--- src/sv/psbs_pkg.sv ---
// Package with shared constants, codes and control types for the phase-shifted bin sums block.
`timescale 1ns / 1ps

package psbs_pkg;

	localparam int MAX_BIN       = 32;
	localparam int SAMPLE_BITS   = 24;
	localparam int TOTAL_BITS    = 29;
	localparam int PHASE_BITS    = 5;
	localparam int BIN_BITS      = 6;
	localparam int CFG_ADDR_BITS = 2;
	localparam int CFG_DATA_BITS = 6;

	// Register indexes of the configuration port
	localparam logic [CFG_ADDR_BITS-1:0] REG_BIN_SIZE  = CFG_ADDR_BITS'(0);
	localparam logic [CFG_ADDR_BITS-1:0] REG_KEEP_ENDS = CFG_ADDR_BITS'(1);

	// Kind of sum carried by a result
	typedef enum logic [1:0] {
		PART_FULL  = 2'd0,
		PART_LEAD  = 2'd1,
		PART_TRAIL = 2'd2,
		PART_SHORT = 2'd3
	} part_t;

	typedef enum logic [2:0] {
		S_IDLE,
		S_UPDATE,
		S_LEAD,
		S_FULL,
		S_TRAIL,
		S_SHORT
	} state_t;

	// Commands from the controller to the datapath
	typedef struct packed {
		logic  capture;
		logic  update;
		logic  inc_seen;
		logic  ptr_lead;
		logic  ptr_trail;
		logic  ptr_next_lead;
		logic  ptr_next_trail;
		logic  load;
		part_t sel;
		logic  close_bin;
		logic  clear;
	} dp_cmd_t;

	// Status from the datapath to the controller
	typedef struct packed {
		logic first;
		logic pre_close;
		logic last;
		logic keep;
		logic multi;
		logic lead_last;
		logic trail_last;
		logic out_free;
	} dp_status_t;

endpackage

--- src/sv/psbs_ctrl.sv ---
// Controller: sequences sample accept, sum update and the result burst.
`timescale 1ns / 1ps

module psbs_ctrl (
	input  logic                 clk,
	input  logic                 arst_n,
	input  logic                 in_valid,
	output logic                 in_ready,
	input  psbs_pkg::dp_status_t status,
	output psbs_pkg::dp_cmd_t    cmd
);

	psbs_pkg::state_t state_q;
	psbs_pkg::state_t state_nxt;

	always_ff @(posedge clk or negedge arst_n) begin
		if (!arst_n) begin
			state_q <= psbs_pkg::S_IDLE;
		end else begin
			state_q <= state_nxt;
		end
	end

	// Next state
	always_comb begin
		state_nxt = state_q;
		case (state_q)
			psbs_pkg::S_IDLE: begin
				if (in_valid) state_nxt = psbs_pkg::S_UPDATE;
			end
			psbs_pkg::S_UPDATE: begin
				if (status.pre_close) begin
					state_nxt = status.last ? psbs_pkg::S_SHORT : psbs_pkg::S_IDLE;
				end else if (status.first && status.keep && status.multi) begin
					state_nxt = psbs_pkg::S_LEAD;
				end else begin
					state_nxt = psbs_pkg::S_FULL;
				end
			end
			psbs_pkg::S_LEAD: begin
				if (status.out_free && status.lead_last) state_nxt = psbs_pkg::S_FULL;
			end
			psbs_pkg::S_FULL: begin
				if (status.out_free) begin
					if (status.last && status.keep && status.multi) begin
						state_nxt = psbs_pkg::S_TRAIL;
					end else begin
						state_nxt = psbs_pkg::S_IDLE;
					end
				end
			end
			psbs_pkg::S_TRAIL: begin
				if (status.out_free && status.trail_last) state_nxt = psbs_pkg::S_IDLE;
			end
			psbs_pkg::S_SHORT: begin
				if (status.out_free) state_nxt = psbs_pkg::S_IDLE;
			end
			default: state_nxt = psbs_pkg::S_IDLE;
		endcase
	end

	// Datapath commands
	always_comb begin
		cmd      = '0;
		cmd.sel  = psbs_pkg::PART_FULL;
		in_ready = 1'b0;
		case (state_q)
			psbs_pkg::S_IDLE: begin
				in_ready    = 1'b1;
				cmd.capture = in_valid;
			end
			psbs_pkg::S_UPDATE: begin
				cmd.update   = 1'b1;
				cmd.inc_seen = status.pre_close && !status.last;
				cmd.ptr_lead = !status.pre_close && status.first && status.keep && status.multi;
			end
			psbs_pkg::S_LEAD: begin
				cmd.sel = psbs_pkg::PART_LEAD;
				if (status.out_free) begin
					cmd.load          = 1'b1;
					cmd.ptr_next_lead = !status.lead_last;
				end
			end
			psbs_pkg::S_FULL: begin
				cmd.sel = psbs_pkg::PART_FULL;
				if (status.out_free) begin
					cmd.load      = 1'b1;
					cmd.close_bin = 1'b1;
					if (status.last) begin
						if (status.keep && status.multi) begin
							cmd.ptr_trail = 1'b1;
						end else begin
							cmd.clear = 1'b1;
						end
					end
				end
			end
			psbs_pkg::S_TRAIL: begin
				cmd.sel = psbs_pkg::PART_TRAIL;
				if (status.out_free) begin
					cmd.load = 1'b1;
					if (status.trail_last) begin
						cmd.clear = 1'b1;
					end else begin
						cmd.ptr_next_trail = 1'b1;
					end
				end
			end
			psbs_pkg::S_SHORT: begin
				cmd.sel = psbs_pkg::PART_SHORT;
				if (status.out_free) begin
					cmd.load  = 1'b1;
					cmd.clear = 1'b1;
				end
			end
			default: ;
		endcase
	end

endmodule

--- config.mk ---
export PLATFORM = sky130hd
export DESIGN_NAME = psbs_ctrl
export DESIGN_NICKNAME = d
export VERILOG_FILES = /design/src/sv/psbs_pkg.sv /design/src/sv/psbs_ctrl.sv
export SDC_FILE = /design/constraint.sdc
export NUM_CORES = 1
export LEC_CHECK = 0
export ABC_AREA = 1
export ABC_CLOCK_PERIOD_IN_PS = 1700
export BUFFER_PORTS_ARGS = -buffer_cell sky130_fd_sc_hd__buf_4
export CAP_MARGIN = 20
export CELL_PAD_IN_SITES_DETAIL_PLACEMENT = 0
export CELL_PAD_IN_SITES_GLOBAL_PLACEMENT = 2
export CORE_ASPECT_RATIO = 0.7
export CORE_MARGIN = 2
export CORE_UTILIZATION = 21
export CTS_BUF_LIST = sky130_fd_sc_hd__clkbuf_4 sky130_fd_sc_hd__clkbuf_8
export CTS_CLUSTER_DIAMETER = 50
export CTS_CLUSTER_SIZE = 40
export DETAILED_ROUTE_END_ITERATION = 10
export PLACE_DENSITY_LB_ADDON = 0.2
export REMOVE_ABC_BUFFERS = 1
export SYNTH_ARGS = -nofsm -noshare
export SYNTH_HDL_FRONTEND = slang
export SYNTH_SLANG_ARGS = --single-unit
--- constraint.sdc ---
create_clock -name clk -period 1.7 [get_ports clk]
set_clock_uncertainty 0.1 [all_clocks]
set_input_delay 0.34 -clock clk [delete_from_list [all_inputs] [get_ports clk]]
set_output_delay 0.34 -clock clk [all_outputs]
set_load 0.01 [all_outputs]
### Yosys cells after proc, flatten, opt, wreduce, memory -nomap -nowiden

Index checks and enable logic that the tools add are counted.

| word-level totals | value |
|---|---|
| output and inout port bits | 13 |
| bits of input ports | 11 |
| ROM bits | 0 |
| latch bits | 0 |
| RAM bits | 0 |
| memories kept | 0 |
| flip-flop bits (word level) | 3 |
| word-level logic and storage cells | 58 |

| operators by class | value |
|---|---|
| reductions and logical operators | 16 |
| multiplexer cells | 31 |
| eq/ne operators | 10 |
| bitwise gates (word level) | 0 |
| shift operators | 0 |
| divide/modulo/power cells | 0 |
| $mul | 0 |
| magnitude comparators | 0 |
| add/subtract/negate cells | 0 |

Operator list:

| kind | count |
|---|---|
| $mux W3 | 9 |
| $pmux W3 S6 | 1 |
| $mux W1 | 17 |
| $pmux W3 S4 | 1 |
| $logic_and A1 B1 Y1 | 11 |
| $ne A2 B2 Y1 const B | 5 |
| $eq A3 B2 Y1 const B | 2 |
| $eq A3 B3 Y1 const B | 2 |
| $reduce_and A5 Y1 | 1 |
| $mux W2 | 2 |
| $eq A3 B1 Y1 const B | 1 |
| $logic_not A1 Y1 | 3 |
| $logic_not A3 Y1 | 1 |
| $pmux W1 S3 | 1 |

### Longest topological paths before layout

Gate-level depths: netlist (run 1).

| depth | value |
|---|---|
| depth in word-level cells | 5 |
| gate-level depth with buffers | 9 |
| depth with buffers taken out | 8 |

### Worst setup path after synthesis (run 1)

No wires, ideal clock.

| path | value |
|---|---|
| path kind | flip-flop to output port |
| start | register state_q[2] |
| end | output cmd[0] in the netlist's numbering |
| data required time | 1.260 ns |
| buffers on the path | 1 |
| arrival | 1.057 ns |
| stages on the path, launching flop included | 7 |
| setup slack | 0.203 ns |
| cells stage by stage | dfrtp_1 -> buf_6 -> inv_2 -> nand3_1 -> nor3_1 -> a21oi_1 -> nor2_1 |

RTL lines:

| what | line | source |
|---|---|---|
| start, declared | psbs_ctrl.sv:13 | `psbs_pkg::state_t state_q;` |
| start signal, assigned | psbs_ctrl.sv:18 | `state_q <= psbs_pkg::S_IDLE;` |
| start signal, assigned | psbs_ctrl.sv:20 | `state_q <= state_nxt;` |
| end, declared | psbs_ctrl.sv:10 | `output psbs_pkg::dp_cmd_t cmd` |

==> metrics.md, run 1 <==
| Metric | Value |
|---|---|
| Port bufs | `23` |
| Largest stage delay, worst path | `0.44 ns` |
| N_diodes | `0` |
| Leakage dissipation | `0.445 nW` |
| IO Pins | `24` |
| Most frequent cell after synthesis | `nand2_1` |
| Sequential-to-total area share from yosys stat | `16.0%` |
| Drt pass-1 iters | `4` |
| Sequential cell area | `78.8 sq um` |
| Fillers | `241` |
| Vias | `626` |
| Compound-Gate Fraction of Synth Area | `4.26%` |
| Setup violators final | `5` |
| RR Startpoint | `state_q[1]$_DFFE_PN0P_` |
| Final WL | `1550 microns` |
| Setup ws final | `-0.0480 ns` |
| Clock Sinks | `3` |
| Crit path buf inv count | `2` |
| Share of layout cells above drive strength 1 | `58.8%` |
| Post-Syn Area per Cell | `5.81 sq um` |
| Main combinational cell family by area after synthesis | `simple AND/OR/NAND/NOR gates` |
| Synthesized cell area | `470 sq um` |
| P per Cell Area | `1390 nW/um^2` |
| Outcome | `complete, but fails checks` |
| Critical path fanouts, max | `8` |
| Ys async rst share | `100%` |
| Critical path endpoint category | `output pin` |
| Rows | `14` |
| Worst-path clk slew | `0.04 ns` |
| Die span in y | `43.6 microns` |
| Post-synth EDFFs | `0` |
| Netlist cell types | `18` |
| Remaining DRCs | `0` |
| Synthesis-stage register bit count | `3` |
| CTS Buf Count | `3` |
| Nets | `135` |
| Post-synthesis adder-cell area fraction | `10.6%` |
| CP Launch Type | `register` |
| Period utilization | `103%` |
| Final std cells w/o fill | `151` |
| Top sig layer | `met3` |
| Placed Instances | `137` |
| Minimum clock period after layout | `1.75 ns` |
| Critical path, cell by cell | `buf_6 -> ha_2 -> nor2_1 -> nor2_1 -> buf_4` |
| Met3 wire length | `97 microns` |
| Synth Flop Type | `dfrtp_1` |
| Synth Area in Simple Gates | `56.9%` |
| H-tree Lvls | `1` |
| Synth top cells by count | `nand2_1 (22), nor2_1 (14), nand3_1 (6), inv_1 (5), nor3_1 (5)` |
| CP required | `1.26 ns` |
| Clock Path Buffers | `2` |
| Worst-margin pin slew | `0.195 ns` |
| Most flops, register | `state_q` |
| Max-slew violations | `0` |
| DR WL/cell | `10.3 microns` |
| Dpl ws | `0.0537 ns` |
| Die width | `60.6 microns` |
| CTS tree | `done` |
| CP dominant cell by count | `nor2_1` |
| Routed vias/inst | `4.15` |
| Slowest CP cell | `dfrtp_2` |
| Mapped Cells | `81` |
| Max reg flops | `3` |
| Max transition margin | `87.0%` |
| Post-DRT Antenna Nets | `0` |
| Biggest regs | `state_q (3)` |
| Crit Path Class | `reg2out` |
| Unrepaired setup endpoints after global routing | `true` |
| Area leader, netlist | `nand2_1` |
| Initial antenna violation count | `0` |
| Overflow after GRT | `0` |
| DRT iter0 DRCs | `6` |
| Max Fclk | `572 MHz` |
| Failing checks | `negative setup slack` |
| Multi-input logic area | `424 sq um` |
| Synthesis-to-finish area growth | `91.2%` |
| Critical path arrival | `1.31 ns` |
| Post-Synth XOR/XNOR Area | `0%` |
| Vias in the first global route | `563` |
| Routed metal-1 wire length | `774 microns` |
| Die footprint | `2640 sq um` |
| Root Driver | `clkbuf_4` |
| Gp weighted congestion | `0.762` |
| Hold crit path type | `in2async` |
| Max Cap Violations | `0` |
| Largest net degree at the start of global routing | `9` |
| Final hold vios | `0` |
| DR WL met2 | `677 microns` |
| Clk_lat worst skew | `0.24 ns` |
| Total global-route track usage | `13.1%` |
| Placeable core area | `2140 sq um` |
| Mux cell area share after synthesis | `0%` |
| Delay-heaviest family, CP | `flip-flops` |
| Area share of the largest cell type after synthesis | `17.6%` |
| Initial Util | `22.0%` |
| First-pass GRT wire length | `2550 microns` |
| Critical Path Start | `state_q[2]$_DFFE_PN0P_` |
| Synth area leaders | `nand2_1 (18%), dfrtp_1 (16%), nor2_1 (11%)` |
| Yosys Warn Count | `0` |
| HPWL Detailed | `1130 microns` |
| VDD IR-drop max | `445 uV` |
==> stage by stage <==
step	util (%)	TNS, ns	hold slack [ns]	instance area (sq um)	power, W
after floorplan	-	0	-0.0556	452	0.000567
after global routing	42.1	-0.810	0.334	900	0.00139
final	42.1	-0.168	0.331	900	0.00125
after detailed placement	32.1	0	0.0304	687	0.000842
after global placement	32.1	0	0.0294	687	0.000847
after CTS	39.6	-0.220	0.328	847	0.00116
==> power breakdown <==
part	switching, W	internal, W
clock network	0.0000382	0.000104
logic	0.000499	0.000437
registers	0.0000636	0.000106
==> timing repair <==
| action | 4_1_cts | 5_1_grt |
|---|---|---|
| resized for setup | 18 | 10 |
| endpoints found under the setup margin | 7 | 12 |
| hold buffers | 1 | 0 |
| endpoints found under the hold margin | 3 | 0 |
| setup buffers | 7 | 2 |
| pin swaps | 3 | 7 |
==> placed cells by master, fill, tap and decap left out <==
cell and instances:
nor2_4 4, inv_1 5, ha_4 1, clkbuf_4 4, nand3_2 2, clkinv_2 1, nor2_1 10, nand2_2 5
dlygate4sd3_1 1, buf_6 2, inv_2 1, buf_4 33, o21ai_2 1, nor3_2 4, dfrtp_2 3, inv_4 3
nor3_1 1, nor2_2 3, a21oi_1 3, nand4_1 3, ha_2 1, nand2_1 19, nand3_1 5, nand2_4 2
ha_1 2
==> layer usage <==
layer  global-route usage (%)  vias to the layer above
li1                         -                      332
met1                     19.3                      273
met4                     2.61                        0
met3                     3.58                        0
met5                        0                        -
met2                     19.1                       21
==> final cells by class <==
class,instances,share of cell area [%]
Clock buffer,4,3.34
Inverter,10,5.15
Tap cell,32,4.45
Multi-Input combinational cell,66,47.1
Timing Repair Buffer,36,31.2
Sequential cell,3,8.76
==> cell families (layout without fill, tap and decap cells) <==
family	after synthesis	count (layout)
DFF	3	3
and+or+nand+nor	58	58
adders and majority gates	4	4
buffers and inverters	12	50
AOI/OAI and AO/OA	4	4
==> final timing paths <==
check,end,slack (ns),depth (start not counted)
setup / recovery,cmd[0],-0.05,5
hold / removal,state_q[0]$_DFFE_PN0P_,0.33,2
setup reg to reg,state_q[2]$_DFFE_PN0P_,0.25,9
hold reg to reg,state_q[2]$_DFFE_PN0P_,0.58,3
max in group asynchronous,state_q[1]$_DFFE_PN0P_,1.06,2
min in group clk,state_q[0]$_DFFE_PN0P_,0.34,4
(Power assumes the default switching activity.)
==> run 2: changes to the inputs <==
--- a/config.mk
+++ b/config.mk
@@ -9,16 +9,16 @@
 export ABC_CLOCK_PERIOD_IN_PS = 1700
 export BUFFER_PORTS_ARGS = -buffer_cell sky130_fd_sc_hd__buf_4
 export CAP_MARGIN = 20
-export CELL_PAD_IN_SITES_DETAIL_PLACEMENT = 0
-export CELL_PAD_IN_SITES_GLOBAL_PLACEMENT = 2
-export CORE_ASPECT_RATIO = 0.7
+export CELL_PAD_IN_SITES_DETAIL_PLACEMENT = 1
+export CELL_PAD_IN_SITES_GLOBAL_PLACEMENT = 1
 export CORE_MARGIN = 2
-export CORE_UTILIZATION = 21
+export CORE_UTILIZATION = 29
 export CTS_BUF_LIST = sky130_fd_sc_hd__clkbuf_4 sky130_fd_sc_hd__clkbuf_8
 export CTS_CLUSTER_DIAMETER = 50
 export CTS_CLUSTER_SIZE = 40
 export DETAILED_ROUTE_END_ITERATION = 10
 export PLACE_DENSITY_LB_ADDON = 0.2
+export RECOVER_POWER = 100
 export REMOVE_ABC_BUFFERS = 1
 export SYNTH_ARGS = -nofsm -noshare
 export SYNTH_HDL_FRONTEND = slang
==> constraint.sdc (replaced) <==
create_clock -name clk -period 1.7 [get_ports clk]
set_clock_uncertainty 0.1 [all_clocks]
set_input_delay 0.34 -clock clk [delete_from_list [all_inputs] [get_ports clk]]
set_output_delay 0.34 -clock clk [all_outputs]
set_load 0.02 [all_outputs]
==> run 2 against run 1 <==
The flow still finishes with violations (negative setup slack). Worst setup slack worse by 0.078 ns. Register-to-register slack worse by 0.15 ns. Sequential cell count unchanged. Wire length up 6.4%. Critical path depth unchanged. Non-clock buffer count down 2. Worst hold slack better by 0.025 ns. Clock power about the same. Die area down 26%. Global-route usage up 3.5 points. Maximum frequency down 4.3%. Sequential share of layout area up 0.64 points. Critical path type unchanged. Critical endpoint unchanged.
==> metrics.md, run 2 (synthesis results as in run 1) <==
| Metric | Value |
|---|---|
| Hold WS | `0.356 ns` |
| Synthesis-to-finish area growth | `78.2%` |
| Max Fclk | `548 MHz` |
| Busiest grt layer | `met2` |
| Max reg flops | `3` |
| DRT iter0 DRCs | `8` |
| Worst reg2reg setup slack | `0.10 ns` |
| Rows | `14` |
| Critical path fanouts, max | `6` |
| Leakage dissipation | `0.424 nW` |
| Die width | `44.3 microns` |
| Remaining DRCs | `0` |
| Gp weighted congestion | `0.794` |
| Layout Utilization | `55.6%` |
| Max Cap Violations | `0` |
| Share of layout cells above drive strength 1 | `53.0%` |
| Placed Instances | `121` |
| Critical path arrival | `1.39 ns` |
| Nets | `133` |
| First-pass GRT wire length | `2460 microns` |
| Largest net degree at the start of global routing | `8` |
| Commonest non-fill, non-tap cell in the layout | `buf_4` |
| Largest stage delay, worst path | `0.46 ns` |
| CP Launch Type | `register` |
| Critical Path Start | `state_q[1]$_DFFE_PN0P_` |
| Worst-path clk slew | `0.04 ns` |
| Max transition margin | `78.0%` |
| Initial Util | `31.2%` |
| Unrepaired setup endpoints after global routing | `true` |
| Most flops, register | `state_q` |
| Slowest CP cell | `dfrtp_2` |
| Post-DRT Antenna Nets | `0` |
| Failing checks | `negative setup slack` |
| Minimum clock period after layout | `1.83 ns` |
| P per Cell Area | `1470 nW/um^2` |
| Drt pass-1 iters | `3` |
| Clock Sinks | `3` |
| R2R depth | `9` |
| VDD IR-drop max | `813 uV` |
| Setup violators final | `5` |
| Vias in the first global route | `601` |
| HPWL Detailed | `1180 microns` |
| Met1 Track Usage GR | `21.3%` |
| CTS tree | `done` |
| Final WL | `1650 microns` |
| Routed vias/inst | `4.90` |
| Vias | `652` |
| Port bufs | `23` |
| Worst-margin pin slew | `0.329 ns` |
| Total global-route track usage | `16.6%` |
| CTS Buf Count | `3` |
| Max-slew violations | `0` |
| Critical path endpoint | `cmd[0]` |
| Hold crit path type | `in2async` |
| Outcome | `complete, but fails checks` |
| Final std cells w/o fill | `133` |
| Setup ws final | `-0.126 ns` |
| Critical path, cell by cell | `clkinv_4 -> ha_1 -> nor2_1 -> nor2_1 -> buf_4` |
| N_diodes | `0` |
| RR Startpoint | `state_q[0]$_DFFE_PN0P_` |
| Die span in y | `44.3 microns` |
| Most frequent cells in the layout | `buf_4 (26), nand2_1 (18), nor2_1 (12)` |
| Met3 Use GR | `2.04%` |
| Clock Path Buffers | `2` |
| Root Driver | `clkbuf_4` |
| DR WL/cell | `12.4 microns` |
| Reg2reg end | `state_q[1]$_DFFE_PN0P_` |
| CP required | `1.26 ns` |
| Grt met2 use | `29.4%` |
| Die footprint | `1960 sq um` |
| Biggest regs | `state_q (3)` |
| Critical path endpoint category | `output pin` |
| Clk_lat worst skew | `0.23 ns` |
| Initial antenna violation count | `0` |
| H-tree Lvls | `1` |
| IO Pins | `24` |
| Setup tns final | `-0.432 ns` |
| Placeable core area | `1510 sq um` |
| Dpl ws | `0.0998 ns` |
| Overflow after GRT | `0` |
| Final hold vios | `0` |
| CP dominant cell by count | `nor2_1` |
| Crit Path Class | `reg2out` |
| Period utilization | `107%` |
-- run 2: cell types whose count changed in the layout (fill, tap and decap cells not counted), moves of 2 or more --
cell / change
nor3_1: +2
buf_6: +3
nor2_1: +2
nand2_2: +3
buf_4: -7
nand2_4: -2
clkbuf_1: +2
nor3_2: -2
-- run 2: metrics by stage --
stage | area (sq um) | power, W
3_3_place_gp | 667 | 0.000880
6_report | 838 | 0.00123
5_1_grt | 838 | 0.00134
3_5_place_dp | 667 | 0.000892
2_1_floorplan | 452 | 0.000623
4_1_cts | 758 | 0.00111
-- run 2: how the worst min path moves through the flow --
stage,startpoint,to,slack [ns],cells after the start
floorplan,arst_n,state_q[0]$_DFFE_PN0P_,-0.06,0
global placement,arst_n,state_q[0]$_DFFE_PN0P_,0.03,1
detailed placement,arst_n,state_q[0]$_DFFE_PN0P_,0.03,1
CTS,arst_n,state_q[0]$_DFFE_PN0P_,0.33,2
global route,arst_n,state_q[1]$_DFFE_PN0P_,0.37,2
finish,arst_n,state_q[1]$_DFFE_PN0P_,0.36,2
-- run 2: what timing repair did --
action	4_1_cts	5_1_grt
buffers inserted	2	5
gates resized for setup	13	14
hold endpoints to repair	3	0
setup endpoints to repair	8	11
hold buffers	1	0
pin swaps	3	6
-- run 2: layout make-up --
cell class	count	area [sq um]
inverter	10	48.8
timing repair buffer	34	269
multi-input combinational	66	392
sequential	3	78.8
fill	202	668
clock buffer	4	30.0
tap	16	20.0
-- run 2: critical path: cells and delay by family, from the launching register on --
family | cells | cell delay [ns]
simple gates | 2 | 0.21
fa+ha+maj | 1 | 0.23
flops | 1 | 0.46
buf+inv | 2 | 0.26
-- run 2: report_power, final --
part | switching (W) | internal, W | total, W
sequential | 0.0000675 | 0.000106 | 0.000173
clock | 0.0000407 | 0.000104 | 0.000145
combinational | 0.000525 | 0.000388 | 0.000914
-- run 2: routing by layer --
layer  wire, microns  vias up
met5               0        -
met4               0        0
met3              96        0
met2             834       19
met1             718      302
li1                -      331
==> run 3: changes to the inputs <==
==> constraint.sdc (replaced) <==
create_clock -name clk -period 1.7 [get_ports clk]
set_clock_uncertainty 0.1 [all_clocks]
set_input_delay 0.34 -clock clk [delete_from_list [all_inputs] [get_ports clk]]
set_output_delay 0.34 -clock clk [all_outputs]
set_load 0.01 [all_outputs]
==> run 3 against run 2 <==
The flow still finishes with violations (negative setup slack). Register-to-register slack worse by 0.11 ns. Count of clock-buffer cells in the layout unchanged. Sequential cell count stayed put. Sequential share of layout area is 0.55 points lower. Via count rose by 4.4%. Clock power about the same. Largest power group unchanged. Highest routed layer is now met4.
==> metrics.md, run 3 (synthesis results as in run 1) <==
| Metric | Value |
|---|---|
| Outcome | `complete, but fails checks` |
| Failing checks | `negative setup slack` |
| Most frequent cells in the layout | `buf_4 (31), nand2_1 (18), nor2_1 (11)` |
| Clock Path Buffers | `2` |
| CP required | `1.26 ns` |
| Setup violators final | `8` |
| Total global-route track usage | `18.8%` |
| Final hold vios | `0` |
| Initial Util | `31.2%` |
| Worst-margin pin slew | `0.266 ns` |
| Critical path, cell by cell | `buf_6 -> ha_1 -> nor2_1 -> nor2_1 -> buf_4` |
| CP Launch Type | `register` |
| Net Sw Power | `0.000630 W` |
| Die span in y | `44.3 microns` |
| VDD IR-drop max | `719 uV` |
| DR WL/cell | `13.8 microns` |
| Critical path endpoint category | `output pin` |
| Minimum clock period after layout | `1.79 ns` |
| Synthesis-to-finish area growth | `89.4%` |
| Unrepaired setup endpoints after global routing | `true` |
| HPWL Detailed | `1150 microns` |
| Sequential power share | `13.7%` |
| H-tree Lvls | `1` |
| Remaining DRCs | `0` |
| CP dominant cell by count | `nor2_1` |
| RR Startpoint | `state_q[2]$_DFFE_PN0P_` |
| Die footprint | `1960 sq um` |
| Largest stage delay, worst path | `0.46 ns` |
| Total chip power | `0.00128 W` |
| P per Cell Area | `1430 nW/um^2` |
| Die width | `44.3 microns` |
| Initial antenna violation count | `0` |
| N_diodes | `0` |
| DRT iter0 DRCs | `7` |
| Critical Path Start | `state_q[2]$_DFFE_PN0P_` |
| Fillers | `207` |
| Commonest non-fill, non-tap cell in the layout | `buf_4` |
| Placeable core area | `1510 sq um` |
| Clk_lat worst skew | `0.24 ns` |
| Drt pass-1 iters | `4` |
| Dpl ws | `0.0871 ns` |
| Post-DRT Antenna Nets | `0` |
| Critical path fanouts, max | `7` |
| CTS tree | `done` |
| Layout Utilization | `59.1%` |
| Max reg flops | `3` |
| Routed vias/inst | `5.01` |
| Hold WS | `0.336 ns` |
| CTS Buf Count | `3` |
| Leakage dissipation | `0.446 nW` |
| Nets | `136` |
| Max-slew violations | `0` |
| Biggest regs | `state_q (3)` |
| Port bufs | `23` |
| Vias in the first global route | `646` |
| Max transition margin | `82.2%` |
| Gp weighted congestion | `0.788` |
| Most flops, register | `state_q` |
| Period utilization | `105%` |
| Largest net degree at the start of global routing | `8` |
| Vias | `681` |
| Comb power frac | `74.7%` |
| Final WL | `1880 microns` |
| Rows | `14` |
| Switching Fraction | `49.4%` |
| Multi-input logic area | `425 sq um` |
| Hold Path Origin | `status[0]` |
| Finished Cell Area | `891 sq um` |
| Slowest CP cell | `dfrtp_2` |
| Post-DP Area | `659 sq um` |
| IO Pins | `24` |
| Max Cap Violations | `0` |
| Setup ws final | `-0.0859 ns` |
| Clock Sinks | `3` |
| Worst-path clk slew | `0.04 ns` |
| Overflow after GRT | `0` |
| Max Fclk | `560 MHz` |
| Clock power frac | `11.6%` |
| Pint | `0.000645 W` |
| Critical path arrival | `1.35 ns` |
| Hold crit path type | `in2reg` |
| Crit Path Class | `reg2out` |
| First-pass GRT wire length | `2660 microns` |
| Share of layout cells above drive strength 1 | `57.5%` |
| Sequential cell area | `78.8 sq um` |
| Root Driver | `clkbuf_4` |
-- run 3: worst max-delay path, delay by kind of cell, from the launching register on --
family / cells / cell delay [ns]
DFF: 1 / 0.46
and+or+nand+nor: 2 / 0.15
adders and majority gates: 1 / 0.19
buffers and inverters: 2 / 0.29
-- run 3: layer usage --
| layer | vias up | wire, microns | track usage (%) |
|---|---|---|---|
| met5 | - | 0 | 0 |
| met4 | 0 | 41 | 7.27 |
| met3 | 4 | 106 | 5.31 |
| met2 | 25 | 935 | 32.1 |
| met1 | 317 | 792 | 22.1 |
| li1 | 335 | - | - |
-- run 3: worst paths after layout --
path                                     endpoint  slack [ns]  depth (start not counted)
setup reg to reg           state_q[2]$_DFFE_PN0P_       -0.01                          9
hold / removal             state_q[0]$_DFFE_PN0P_        0.34                          4
hold reg to reg            state_q[2]$_DFFE_PN0P_        0.54                          2
min in group asynchronous  state_q[2]$_DFFE_PN0P_        0.35                          2
max in group asynchronous  state_q[0]$_DFFE_PN0P_        0.99                          2
setup / recovery                           cmd[0]       -0.09                          5
-- run 3: what timing repair did --
action	CTS	global route
gates cloned	0	0
endpoints found under the setup margin	8	10
setup buffers	5	6
hold buffers	1	0
hold endpoints to repair	3	0
gates resized for setup	19	12
pin swaps	5	3
-- run 3: cell type report --
type	count	area share (%)
sequential	3	8.85
inverter	10	5.06
multi-input combinational	66	47.8
timing repair buffer	37	32.7
tap	16	2.25
clock buffer	4	3.37
-- run 3: power by group through the flow --
stage | Sequential (W) | Combinational [W] | Clock [W]
floorplan | 0.000162 | 0.000404 | 0
global placement | 0.000166 | 0.000627 | 0
detailed placement | 0.000168 | 0.000643 | 0
CTS | 0.000173 | 0.000793 | 0.000153
global route | 0.000179 | 0.00104 | 0.000158
finish | 0.000175 | 0.000953 | 0.000147
-- run 3: metrics by stage --
stage	std cells	setup TNS, ns
2_1_floorplan	79	0
3_3_place_gp	120	0
3_5_place_dp	120	0
4_1_cts	130	-0.211
5_1_grt	136	-0.994
6_report	136	-0.326
